===== config.mk =====
export PLATFORM = sky130hd
export DESIGN_NAME = text_to_unsigned_any_base_top_flat
export DESIGN_NICKNAME = d
export VERILOG_FILES = /design/src/rtl/core/ttub_pkg.sv /design/src/rtl/core/ttub_if.sv /design/src/rtl/core/ttub_ctrl.sv /design/src/rtl/core/ttub_dp.sv /design/src/rtl/core/text_to_unsigned_any_base_top.sv /design/src/flat_wrapper.sv
export VERILOG_INCLUDE_DIRS = /design/src /design/src/rtl/core
export SDC_FILE = /design/constraint.sdc
export NUM_CORES = 2
export LEC_CHECK = 0
export ABC_AREA = 1
export BUFFER_PORTS_ARGS = -buffer_cell sky130_fd_sc_hd__buf_2
export CORE_ASPECT_RATIO = 0.75
export CORE_MARGIN = 2
export CORE_UTILIZATION = 55
export DETAILED_ROUTE_END_ITERATION = 7
export PLACE_DENSITY = 0.71
export SYNTH_ARGS = -nofsm -noshare
export SYNTH_HDL_FRONTEND = slang
export SYNTH_SLANG_ARGS = --single-unit

===== constraint.sdc =====
create_clock -name i_clk -period 8.56 [get_ports i_clk]
set_clock_uncertainty 0.05 [all_clocks]
set_input_delay 0.428 -clock i_clk [delete_from_list [all_inputs] [get_ports i_clk]]
set_output_delay 0.428 -clock i_clk [all_outputs]
set_load 0.02 [all_outputs]

===== src/rtl/core/text_to_unsigned_any_base_top_macros.svh =====
// ----------------------------------------------------------------------------
// text_to_unsigned_any_base_top_macros
// Assertion macros used by the converter's top level.
// ----------------------------------------------------------------------------
`ifndef TEXT_TO_UNSIGNED_ANY_BASE_TOP_MACROS_SVH
`define TEXT_TO_UNSIGNED_ANY_BASE_TOP_MACROS_SVH

// same-cycle implication
`define TTUB_ASSERT_IMPLY(label, clk, rst_n, ante, cons) \
    label: assert property (@(posedge clk) disable iff (!(rst_n)) (ante) |-> (cons)) \
        else $error("ttub: implication check failed");

// next-cycle implication
`define TTUB_ASSERT_NEXT(label, clk, rst_n, ante, cons) \
    label: assert property (@(posedge clk) disable iff (!(rst_n)) (ante) |=> (cons)) \
        else $error("ttub: next-cycle check failed");

`endif


===== src/rtl/core/ttub_pkg.sv =====
// ----------------------------------------------------------------------------
// ttub_pkg
// Widths, codes and control/status types of the text to number converter.
// ----------------------------------------------------------------------------
`default_nettype none

package ttub_pkg;

    localparam int SLOT_W       = 6;
    localparam int CHAR_W       = 8;
    localparam int BASE_W       = 7;
    localparam int VAL_W        = 64;
    localparam int NUM_SLOTS    = 64;
    localparam int DEF_MAX_BASE = 64;

    localparam logic [BASE_W-1:0] BASE_RESET = BASE_W'(10);

    // command field codes
    localparam logic CMD_LOAD = 1'b0;
    localparam logic CMD_TEXT = 1'b1;

    // parse phase codes
    localparam logic [1:0] PH_SKIP   = 2'd0;
    localparam logic [1:0] PH_DIGITS = 2'd1;
    localparam logic [1:0] PH_ENDED  = 2'd2;
    localparam logic [1:0] PH_OVER   = 2'd3;

    typedef struct packed {
        logic write_alpha;
        logic load_char;
        logic set_digits;
        logic scan_clear;
        logic scan_run;
        logic do_end;
        logic do_mac;
        logic emit;
    } t_cmd;

    typedef struct packed {
        logic pass;       // character leaves the number untouched
        logic hit;
        logic miss;
        logic last;
        logic out_busy;
    } t_sts;

    function automatic logic is_blank(input logic [CHAR_W-1:0] c);
        return ((c >= CHAR_W'(9)) && (c <= CHAR_W'(13))) || (c == CHAR_W'(32));
    endfunction

endpackage

`default_nettype wire


===== src/rtl/core/ttub_if.sv =====
// ----------------------------------------------------------------------------
// ttub_if
// Valid/ready channels of the converter: input items, results, base register.
// ----------------------------------------------------------------------------
`default_nettype none

interface ttub_in_if;
    import ttub_pkg::*;
    logic              valid;
    logic              ready;
    logic              command;
    logic [SLOT_W-1:0] slot;
    logic [CHAR_W-1:0] byte_req;
    logic              last_char;

    modport source (output valid, command, slot, byte_req, last_char, input ready);
    modport sink   (input valid, command, slot, byte_req, last_char, output ready);
endinterface

interface ttub_out_if;
    import ttub_pkg::*;
    logic             valid;
    logic             ready;
    logic [VAL_W-1:0] value;
    logic             overflow;

    modport source (output valid, value, overflow, input ready);
    modport sink   (input valid, value, overflow, output ready);
endinterface

interface ttub_cfg_if;
    import ttub_pkg::*;
    logic              valid;
    logic              ready;
    logic [BASE_W-1:0] base_length;

    modport source (output valid, base_length, input ready);
    modport sink   (input valid, base_length, output ready);
endinterface

`default_nettype wire


===== src/rtl/core/ttub_ctrl.sv =====
// ----------------------------------------------------------------------------
// ttub_ctrl
// Sequencer: takes items, walks the alphabet scan, multiply-add and result.
// ----------------------------------------------------------------------------
`default_nettype none

module ttub_ctrl (
    input  wire logic          i_clk,
    input  wire logic          i_rst_n,
    input  wire logic          i_valid,
    input  wire logic          i_command,
    input  wire ttub_pkg::t_sts i_sts,
    output logic               o_ready,
    output ttub_pkg::t_cmd     o_cmd
);
    import ttub_pkg::*;

    localparam logic [2:0] S_IDLE  = 3'd0;
    localparam logic [2:0] S_CHECK = 3'd1;
    localparam logic [2:0] S_SCAN  = 3'd2;
    localparam logic [2:0] S_MAC   = 3'd3;
    localparam logic [2:0] S_FIN   = 3'd4;

    logic [2:0] r_state;
    logic [2:0] n_state;

    always_ff @(posedge i_clk) begin
        if (!i_rst_n) begin
            r_state <= S_IDLE;
        end else begin
            r_state <= n_state;
        end
    end

    always_comb begin
        n_state = r_state;
        o_cmd   = '0;
        o_ready = 1'b0;
        unique case (r_state)
            S_IDLE: begin
                o_ready = 1'b1;
                if (i_valid) begin
                    if (i_command == CMD_TEXT) begin
                        o_cmd.load_char = 1'b1;
                        n_state         = S_CHECK;
                    end else begin
                        o_cmd.write_alpha = 1'b1;
                    end
                end
            end
            S_CHECK: begin
                if (i_sts.pass) begin
                    n_state = S_FIN;
                end else begin
                    o_cmd.set_digits = 1'b1;
                    o_cmd.scan_clear = 1'b1;
                    n_state          = S_SCAN;
                end
            end
            S_SCAN: begin
                priority if (i_sts.hit) begin
                    n_state = S_MAC;
                end else if (i_sts.miss) begin
                    o_cmd.do_end = 1'b1;
                    n_state      = S_FIN;
                end else begin
                    o_cmd.scan_run = 1'b1;
                end
            end
            S_MAC: begin
                o_cmd.do_mac = 1'b1;
                n_state      = S_FIN;
            end
            S_FIN: begin
                priority if (!i_sts.last) begin
                    n_state = S_IDLE;
                end else if (!i_sts.out_busy) begin
                    o_cmd.emit = 1'b1;
                    n_state    = S_IDLE;
                end else begin
                    // result register still full
                    n_state = S_FIN;
                end
            end
            default: begin
                n_state = S_IDLE;
            end
        endcase
    end

endmodule

`default_nettype wire


===== src/rtl/core/ttub_dp.sv =====
// ----------------------------------------------------------------------------
// ttub_dp
// Datapath: alphabet memory, slot scan, accumulator and result register.
// ----------------------------------------------------------------------------
`default_nettype none

module ttub_dp #(
    parameter int MAX_BASE = ttub_pkg::DEF_MAX_BASE
) (
    input  wire logic                    i_clk,
    input  wire logic                    i_rst_n,
    input  wire ttub_pkg::t_cmd          i_cmd,
    input  wire logic [ttub_pkg::SLOT_W-1:0] i_slot,
    input  wire logic [ttub_pkg::CHAR_W-1:0] i_byte_req,
    input  wire logic                    i_last_char,
    input  wire logic                    i_cfg_we,
    input  wire logic [ttub_pkg::BASE_W-1:0] i_base_length,
    output ttub_pkg::t_sts               o_sts,
    ttub_out_if.source                   o_out
);
    import ttub_pkg::*;

    localparam int BASE_LIM = (MAX_BASE < NUM_SLOTS) ? MAX_BASE : NUM_SLOTS;
    localparam logic [BASE_W-1:0] LIM = BASE_W'(BASE_LIM);
    localparam int MAC_W = VAL_W + BASE_W;

    logic [CHAR_W-1:0] r_mem [NUM_SLOTS];
    logic [CHAR_W-1:0] r_q;
    logic [CHAR_W-1:0] r_char;
    logic              r_last;
    logic [BASE_W-1:0] r_base_length;
    logic [BASE_W-1:0] r_addr;      // one wider than a slot so it can reach the base
    logic [SLOT_W-1:0] r_cmp_addr;
    logic              r_cmp_vld;
    logic [1:0]        r_phase;
    logic [VAL_W-1:0]  r_acc;
    logic              r_out_vld;
    logic [VAL_W-1:0]  r_out_value;
    logic              r_out_ovf;

    logic [BASE_W-1:0] w_base;
    logic              w_issue;
    logic [MAC_W-1:0]  w_mac;
    logic              w_mac_ovf;

    assign w_base  = (r_base_length > LIM) ? LIM : r_base_length;
    assign w_issue = i_cmd.scan_run && (r_addr < w_base);

    assign w_mac = ({{BASE_W{1'b0}}, r_acc} * {{VAL_W{1'b0}}, w_base})
                 + {{(MAC_W - SLOT_W){1'b0}}, r_cmp_addr};
    assign w_mac_ovf = |w_mac[MAC_W-1:VAL_W];

    assign o_sts.pass = (r_phase == PH_ENDED) || (r_phase == PH_OVER)
                     || ((r_phase == PH_SKIP) && is_blank(r_char));
    assign o_sts.hit      = r_cmp_vld && (r_q == r_char);
    assign o_sts.miss     = !r_cmp_vld && (r_addr >= w_base);
    assign o_sts.last     = r_last;
    assign o_sts.out_busy = r_out_vld && !o_out.ready;

    assign o_out.valid    = r_out_vld;
    assign o_out.value    = r_out_value;
    assign o_out.overflow = r_out_ovf;

    // alphabet: one write port, one registered read port
    always_ff @(posedge i_clk) begin
        if (i_cmd.write_alpha) begin
            r_mem[i_slot] <= i_byte_req;
        end
        if (w_issue) begin
            r_q <= r_mem[r_addr[SLOT_W-1:0]];
        end
    end

    always_ff @(posedge i_clk) begin
        if (i_cmd.load_char) begin
            r_char <= i_byte_req;
            r_last <= i_last_char;
        end
        if (w_issue) begin
            r_cmp_addr <= r_addr[SLOT_W-1:0];
        end
        if (i_cmd.emit) begin
            r_out_value <= (r_phase == PH_OVER) ? '0 : r_acc;
            r_out_ovf   <= (r_phase == PH_OVER);
        end
    end

    always_ff @(posedge i_clk) begin
        if (!i_rst_n) begin
            r_base_length <= BASE_RESET;
            r_addr        <= '0;
            r_cmp_vld     <= 1'b0;
            r_phase       <= PH_SKIP;
            r_acc         <= '0;
            r_out_vld     <= 1'b0;
        end else begin
            if (i_cfg_we) begin
                r_base_length <= i_base_length;
            end

            if (i_cmd.scan_clear) begin
                r_addr    <= '0;
                r_cmp_vld <= 1'b0;
            end else if (i_cmd.scan_run) begin
                r_cmp_vld <= w_issue;
                if (w_issue) begin
                    r_addr <= r_addr + BASE_W'(1);
                end
            end

            if (i_cmd.emit) begin
                r_phase <= PH_SKIP;
                r_acc   <= '0;
            end else if (i_cmd.set_digits) begin
                r_phase <= PH_DIGITS;
            end else if (i_cmd.do_end) begin
                r_phase <= PH_ENDED;
            end else if (i_cmd.do_mac) begin
                if (w_mac_ovf) begin
                    r_phase <= PH_OVER;
                    r_acc   <= '0;
                end else begin
                    r_acc <= w_mac[VAL_W-1:0];
                end
            end

            if (i_cmd.emit) begin
                r_out_vld <= 1'b1;
            end else if (o_out.ready) begin
                r_out_vld <= 1'b0;
            end
        end
    end

endmodule

`default_nettype wire


===== src/rtl/core/text_to_unsigned_any_base_top.sv =====
// Converts strings of text into unsigned 64-bit numbers over a loadable
// alphabet of up to 64 symbols; the base register selects how many slots are
// in use. A load item writes one alphabet slot. A text character is skipped
// when it is leading whitespace or follows an ended or overflowed number;
// otherwise the alphabet, kept in a memory with one write port and one
// registered read port, is scanned one slot per cycle from slot 0, and a
// match is followed by a 64-by-7 multiply-add while a miss ends the number.
// The result of a string is held in an output register, so a finished result
// waits there while the next characters are taken in.
`default_nettype none

`include "text_to_unsigned_any_base_top_macros.svh"

// ----------------------------------------------------------------------------
// text_to_unsigned_any_base_top
// Top level: joins sequencer and datapath to the item, result and base ports.
// ----------------------------------------------------------------------------
module text_to_unsigned_any_base_top #(
    parameter int MAX_BASE = ttub_pkg::DEF_MAX_BASE
) (
    input  wire logic   i_clk,
    input  wire logic   i_rst_n,
    ttub_in_if.sink     i_in,
    ttub_cfg_if.sink    i_cfg,
    ttub_out_if.source  o_out
);
    import ttub_pkg::*;

    t_cmd w_cmd;
    t_sts w_sts;
    logic w_in_ready;

    assign i_in.ready  = w_in_ready;
    assign i_cfg.ready = 1'b1;

    ttub_ctrl u_ctrl (
        .i_clk     (i_clk),
        .i_rst_n   (i_rst_n),
        .i_valid   (i_in.valid),
        .i_command (i_in.command),
        .i_sts     (w_sts),
        .o_ready   (w_in_ready),
        .o_cmd     (w_cmd)
    );

    ttub_dp #(
        .MAX_BASE (MAX_BASE)
    ) u_dp (
        .i_clk         (i_clk),
        .i_rst_n       (i_rst_n),
        .i_cmd         (w_cmd),
        .i_slot        (i_in.slot),
        .i_byte_req    (i_in.byte_req),
        .i_last_char   (i_in.last_char),
        .i_cfg_we      (i_cfg.valid),
        .i_base_length (i_cfg.base_length),
        .o_sts         (w_sts),
        .o_out         (o_out)
    );

    `TTUB_ASSERT_IMPLY(a_hit_not_miss, i_clk, i_rst_n, w_sts.hit, !w_sts.miss)
    `TTUB_ASSERT_IMPLY(a_emit_slot_free, i_clk, i_rst_n, w_cmd.emit, !w_sts.out_busy)
    `TTUB_ASSERT_NEXT(a_text_blocks_in, i_clk, i_rst_n, w_in_ready && i_in.valid && i_in.command, !w_in_ready)
    `TTUB_ASSERT_NEXT(a_emit_shows, i_clk, i_rst_n, w_cmd.emit, o_out.valid)

endmodule

`default_nettype wire

===== src/flat_wrapper.sv =====
// flat-port wrapper written by rule: the top's interface ports become plain ports
module text_to_unsigned_any_base_top_flat import ttub_pkg::*;
#(
    parameter int MAX_BASE = ttub_pkg::DEF_MAX_BASE
)
  (i_clk, i_rst_n, i_in_valid, i_in_command, i_in_slot, i_in_byte_req, i_in_last_char, i_in_ready, i_cfg_valid, i_cfg_base_length, i_cfg_ready, o_out_valid, o_out_value, o_out_overflow, o_out_ready);
  ttub_in_if i_in_i ();
  ttub_cfg_if i_cfg_i ();
  ttub_out_if o_out_i ();
  input  wire logic i_clk;
  input  wire logic i_rst_n;
  input wire logic [$bits(i_in_i.valid)-1:0] i_in_valid;
  input wire logic [$bits(i_in_i.command)-1:0] i_in_command;
  input wire logic [$bits(i_in_i.slot)-1:0] i_in_slot;
  input wire logic [$bits(i_in_i.byte_req)-1:0] i_in_byte_req;
  input wire logic [$bits(i_in_i.last_char)-1:0] i_in_last_char;
  output wire logic [$bits(i_in_i.ready)-1:0] i_in_ready;
  input wire logic [$bits(i_cfg_i.valid)-1:0] i_cfg_valid;
  input wire logic [$bits(i_cfg_i.base_length)-1:0] i_cfg_base_length;
  output wire logic [$bits(i_cfg_i.ready)-1:0] i_cfg_ready;
  output wire logic [$bits(o_out_i.valid)-1:0] o_out_valid;
  output wire logic [$bits(o_out_i.value)-1:0] o_out_value;
  output wire logic [$bits(o_out_i.overflow)-1:0] o_out_overflow;
  input wire logic [$bits(o_out_i.ready)-1:0] o_out_ready;
  assign i_in_i.valid = i_in_valid;
  assign i_in_i.command = i_in_command;
  assign i_in_i.slot = i_in_slot;
  assign i_in_i.byte_req = i_in_byte_req;
  assign i_in_i.last_char = i_in_last_char;
  assign i_in_ready = i_in_i.ready;
  assign i_cfg_i.valid = i_cfg_valid;
  assign i_cfg_i.base_length = i_cfg_base_length;
  assign i_cfg_ready = i_cfg_i.ready;
  assign o_out_valid = o_out_i.valid;
  assign o_out_value = o_out_i.value;
  assign o_out_overflow = o_out_i.overflow;
  assign o_out_i.ready = o_out_ready;
  text_to_unsigned_any_base_top #(.MAX_BASE(MAX_BASE)) u_core (.i_clk(i_clk), .i_rst_n(i_rst_n), .i_in(i_in_i), .i_cfg(i_cfg_i), .o_out(o_out_i));
endmodule

# Word level (Yosys, flattened, before mapping)
# Memory sizes are Yosys's and may differ from the RTL's. A register that Yosys moved wholly into a read port is not among the register bits.
# Index checks and enable logic that the tools add are counted.
dict set report word_totals {
  n_memories 1
  ff_bits 165
  out_inout_bits 68
  mem_bits_rw 512
}
# memory depth word_bits read_ports rd_ports_with_merged_regs write_ports line
set memory_table {}
lappend memory_table {u_core.u_dp.r_mem 64 8 1 1 1 ttub_dp.sv:27} ;# logic [CHAR_W-1:0] r_mem [NUM_SLOTS];
dict set report op_classes {
  n_addsub 2
  reduce_logical 27
  bitwise_logic 3
  multipliers 1
  order_cmp 5
  mux 33
  eq_ne 11
}
# cell n
set op_table {}
lappend op_table {{adder 71 x 6 -> 71 bit} 1}
lappend op_table {{multiplier 64 x 7 -> 71 bit} 1}
lappend op_table {{2-to-1 mux 64 bit} 1}
lappend op_table {{2-to-1 mux 3 bit} 7}
lappend op_table {{2-to-1 mux 2 bit} 9}
lappend op_table {{one-hot mux 3 bit (5 select lines)} 1}
lappend op_table {{2-to-1 mux 1 bit} 14}
lappend op_table {{== test 8 x 6 -> 1 bit, second input constant} 1}
lappend op_table {{== test 8 bit} 1}
lappend op_table {{>= comparator 8 x 4 -> 1 bit, second input constant} 1}
lappend op_table {{<= comparator 8 x 4 -> 1 bit, second input constant} 1}
lappend op_table {{adder 7 x 1 -> 7 bit, second input constant} 1}
lappend op_table {{>= comparator 7 bit} 1}
lappend op_table {{> comparator 7 bit, second input constant} 1}
lappend op_table {{< comparator 7 bit} 1}
lappend op_table {{2-to-1 mux 7 bit} 1}
lappend op_table {{OR reduction 7 bit} 1}
lappend op_table {{== test 3 x 2 -> 1 bit, second input constant} 2}
lappend op_table {{logical AND 1 bit} 6}
lappend op_table {{AND reduction 2 bit} 3}
lappend op_table {{AND reduction 3 bit} 2}
lappend op_table {{nonzero test 2 bit} 3}
lappend op_table {{nonzero test 3 bit} 2}
lappend op_table {{== test 2 bit, second input constant} 2}
lappend op_table {{11 further kinds} 18}

# Depth between registers and ports, before layout
dict set report depth {
  ltp_word 9
  depth_mapped 34
}

# By module
# From an unflattened synthesis, not the netlist that was laid out.
dict set report hier_totals {
  cells_unflattened 4501
  hier_area_um2 42747.2
}
# module n_inst cells_per_inst seq_area_each_um2 area_per_inst_um2
set by_module_without_submodules {}
lappend by_module_without_submodules {ttub_dp 1 4454 19658.9 42477.0}
lappend by_module_without_submodules {ttub_ctrl 1 45 60.1 259.0}
lappend by_module_without_submodules {text_to_unsigned_any_base_top 1 2 0.0 11.3}

# Worst setup path before layout
# No wires, ideal clock.
dict set report synth_timing {
  path_kind {register to register}
  from {reg u_core.u_dp.r_base_length[6]}
  to {reg u_core.u_dp.r_acc[14]}
  arrival_ps 5098
  stages_incl_launch_ff 30
  path_slack_ps 3341
  t_required_ps 8439
  cell_sequence {dfxtp_1 inv_2 nand2_1 clkbuf_1 buf_1 nor2_1 fa_1 fa_1 fa_1 inv_1 fa_1 inv_1 ha_1 nand2_1 nor2_1 inv_1 nor2_1 nand2_1 nor4_1 nand2_1 nand2_1 nand2_1 nand2_1 nand3_1 nor2_1 nand2_2 nor2_8 buf_6 nand2_2 a21oi_2}
}
dict set report synth_between {
  elab_chain_cells 9
  elab_cells_between_ends 13
}
# element line
set synth_rtl {}
lappend synth_rtl {{start, declared} ttub_dp.sv:31} ;# logic [BASE_W-1:0] r_base_length;
lappend synth_rtl {{start signal, assigned} ttub_dp.sv:98} ;# r_base_length <= i_base_length;
lappend synth_rtl {{> comparator 7 bit} ttub_dp.sv:46} ;# assign w_base = (r_base_length > LIM) ? LIM : r_base_length;
lappend synth_rtl {{2-to-1 mux 7 bit (*)} ttub_dp.sv:46}
lappend synth_rtl {{branches (longest 7 deep; another with multiplier 64 x 7 -> 71 bit)} -}
lappend synth_rtl {{end signal, assigned} ttub_dp.sv:123} ;# r_acc <= w_mac[VAL_W-1:0];
lappend synth_rtl {{end, declared} ttub_dp.sv:36} ;# logic [VAL_W-1:0] r_acc;
# Every way passes the cells marked *.
# A chain may end at the register's enable or synchronous reset.

# Worst setup path after layout
dict set report layout_timing {
  from {reg u_core.u_dp.r_base_length[6]}
  to {reg u_core.u_dp.r_acc[7]}
}
# The elaborated chain is that of the path after synthesis.

==> impl_metrics.toml <==
[cells_and_area]
fin_cells = 5578
layout-drive-gt1-share = 0.0649
fill_cells = 6552
area_delta_synth_final_pct = 8.51
regArea_um2 = 19700
nets = 4993
antennaDiodeCount = 0
multiInputGateArea_um2 = 19600
postLayoutCoreUtil = 0.601

[detailed_routing]
vias = 31500
vias_per_cell = 5.64
wl_per_cell_um = 19.9
drc_errors = 0
firstDrtPassIters = 6
drtAntennaViolNets = 0
wirelength_um = 111000
drt_iter0_drc = 4248

[yosys]
yosys_warnings = 0
syn_nets = 4962
synth_area_leader_cell = "edfxtp_1"
syn_area_um2 = 42400
synth_edf_count = 600
yosysMostFrequentCell = "nor2_1"
synth.area.top_cells = "edfxtp_1 (42%), fa_1 (15%), nor2_1 (7.9%)"
synth_seq_cells = 685
syn_inst = 4462
ys_types = 50
yosysSeqAreaShare = 0.465
synth_area_per_cell_um2 = 9.51
synth_top_area_frac = 0.425
synthArstFlopShare = 0
synth_common_cells = "nor2_1 (897), nand2_1 (660), inv_1 (656)"
synth_flop_cell = "edfxtp_1"

[flow_run]
drv_cap = 0

[setup_path]
critPathBufInv = 5
worstSetupPathType = "reg2reg"
slowest_stage = "nor2_8"
cp.arrival_ns = 7.72
end_kind = "flop"
cp-start-kind = "flop"
timing.critical_path.mode_cell = "nand2_1"
required_ns = 9.07
crit_fanout = 53
slowest_delay_ns = 0.74
cp_top_family = "simple AND/OR/NAND/NOR gates"

[timing]
setup_violations = 0
hold-worst-slack_ns = 0.0656
worst_pin_slew_ns = 0.954
fmax_mhz = 139
drv_slew = 0
finalCriticalPeriod_ns = 7.22
post-route-period-util = 0.843
rsz0062_at_grt = "false"
finalHoldViolCount = 0
tns_ns = 0
relSlewSlack = 0.362

[power_and_ir_drop]
internal-power_mw = 5.66
p_sw_frac = 0.291
p_switching_mw = 2.32
pwr-share-comb = 0.155
power.leakage_nw = 19.5
irDropWorstVdd_mv = 0.148
p_total_mw = 7.97
pwr-share-clk = 0.373
power_density_nw_per_um2 = 173
power.share.sequential = 0.472

[global_routing]
antenna_found_initial = 3
grt-ovfl-total = 0
use_met2 = 0.383
grt_start_max_net_pins = 96
track_usage = 0.282
grt_pass1_vias = 30200
top_usage_layer = "met1"
grt_pass1_wl_um = 174000
gr-usage-met3 = 0.0693
use_met1 = 0.451

[place]
io_buffers = 94
hpwl_um = 75100
place_congestion = 0.960
dp.cells = 5448

[clock_network]
cts-buffers-inserted = 70
clock_path_buffers = 3
cts_resized = 0
h-tree-depth = 3
cts_tree = "yes"
clock_latency_ns = 0.64
clock-sinks = 685
cts_root_buffer = "clkbuf_16"
cts_setup_buffers = 0
clk_pin_slew_ns = 0.06

[worst_hold_path]
hold_path_class = "in2reg"

[die]
dieArea_um2 = 79400
rows = 88
start_util = 0.554
coreArea_um2 = 76600
dieHeight_um = 245
io_pins = 96
die_w_um = 325

[status]
outcome = "complete, no violations"
[cells in the final DEF (no fill, tap or decap), types with 8 or more instances in the layout]
cell           count
nor2_1           895
nand2_1          653
inv_1            652
edfxtp_1         600
fa_1             315
o21ai_0          286
a21oi_1          171
ha_1             157
buf_2             94
nand3_1           81
dfxtp_1           81
o22ai_1           79
clkbuf_16         70
o221ai_1          50
xor2_1            39
buf_4             33
nand2_2           30
xnor2_1           20
o21bai_1          20
nand4_1           19
a31oi_1           19
nor3_1            17
clkinv_1          16
o211ai_1          15
clkbuf_1          13
a21oi_2           10
inv_2              9
dlygate4sd3_1      8
[layer usage]
| metal | up-vias | routed length, µm |
|---|---|---|
| met5 | - | 0 |
| met4 | 0 | 2160 |
| met3 | 134 | 12700 |
| met2 | 1457 | 44300 |
| met1 | 15300 | 52000 |
| li1 | 14600 | - |
[worst reg2reg max path: cells and delay by family (launching register included)]
kind	cells	cell delay (ns)
adders and majority gates	5	2.38
DFF	1	0.32
buffers and inverters	5	0.76
AOI/OAI and AO/OA	1	0.16
and+or+nand+nor	19	3.46
[kinds of logic after synthesis]
group,count (synthesis),synth area share
other cells,1,0.0000884
xor+xnor,59,0.0122
buf+inv,840,0.0753
fa+ha+maj,472,0.195
simple gates,1733,0.162
flops,685,0.465
compound gates,672,0.0913
[through the flow]
step	worst slack, ns	instance area [µm²]
after global routing	0.948	46000
after global placement	1.62	43800
after detailed placement	1.56	43800
after CTS	1.52	46000
final	1.34	46000
after floorplan	3.34	42400
[cell type report]
cell class,count,share of cell area
multi-input combinational,2937,0.425
inverter,664,0.0542
timing repair buffer,135,0.0173
clock buffer,83,0.0391
clock inverter,39,0.00796
sequential,685,0.428
tap,1035,0.0281
[final timing paths]
path	to	from	cells past startpoint	slack (ns)
setup / recovery	u_core.u_dp.r_acc[7]	u_core.u_dp.r_base_length[6]	30	1.34
hold / removal	u_core.u_dp.r_base_length[3]	i_cfg_valid	3	0.07
setup reg to reg	u_core.u_dp.r_acc[7]	u_core.u_dp.r_base_length[6]	30	1.34
hold reg to reg	u_core.u_dp.r_acc[7]	u_core.u_dp.r_acc[7]	2	0.43
[what timing repair did]
action	CTS	global route
endpoints found under the setup margin	0	0
hold buffers	8	0
hold endpoints to repair	8	0
[power groups by stage]
stage	clock network [mW]	registers (mW)	logic, mW
5_1_grt	3.13	3.77	1.35
2_1_floorplan	0	3.80	0.802
3_3_place_gp	0	3.83	1.19
6_report	2.97	3.77	1.23
3_5_place_dp	0	3.84	1.21
4_1_cts	3.01	3.76	1.21
[flip-flops by register name, summed over array words and instances, names as in the netlist, 2 cells and up]
register / count
u_core.u_dp.r_mem: 512
u_core.u_dp.o_out.value: 64
u_core.u_dp.r_acc: 64
u_core.u_dp.r_char: 8
u_core.u_dp.r_q: 8
u_core.u_dp.r_addr: 7
u_core.u_dp.r_base_length: 7
u_core.u_dp.r_cmp_addr: 6
u_core.u_ctrl.r_state: 3
u_core.u_dp.r_phase: 2
No activity file was read; power rests on OpenSTA's default activity.
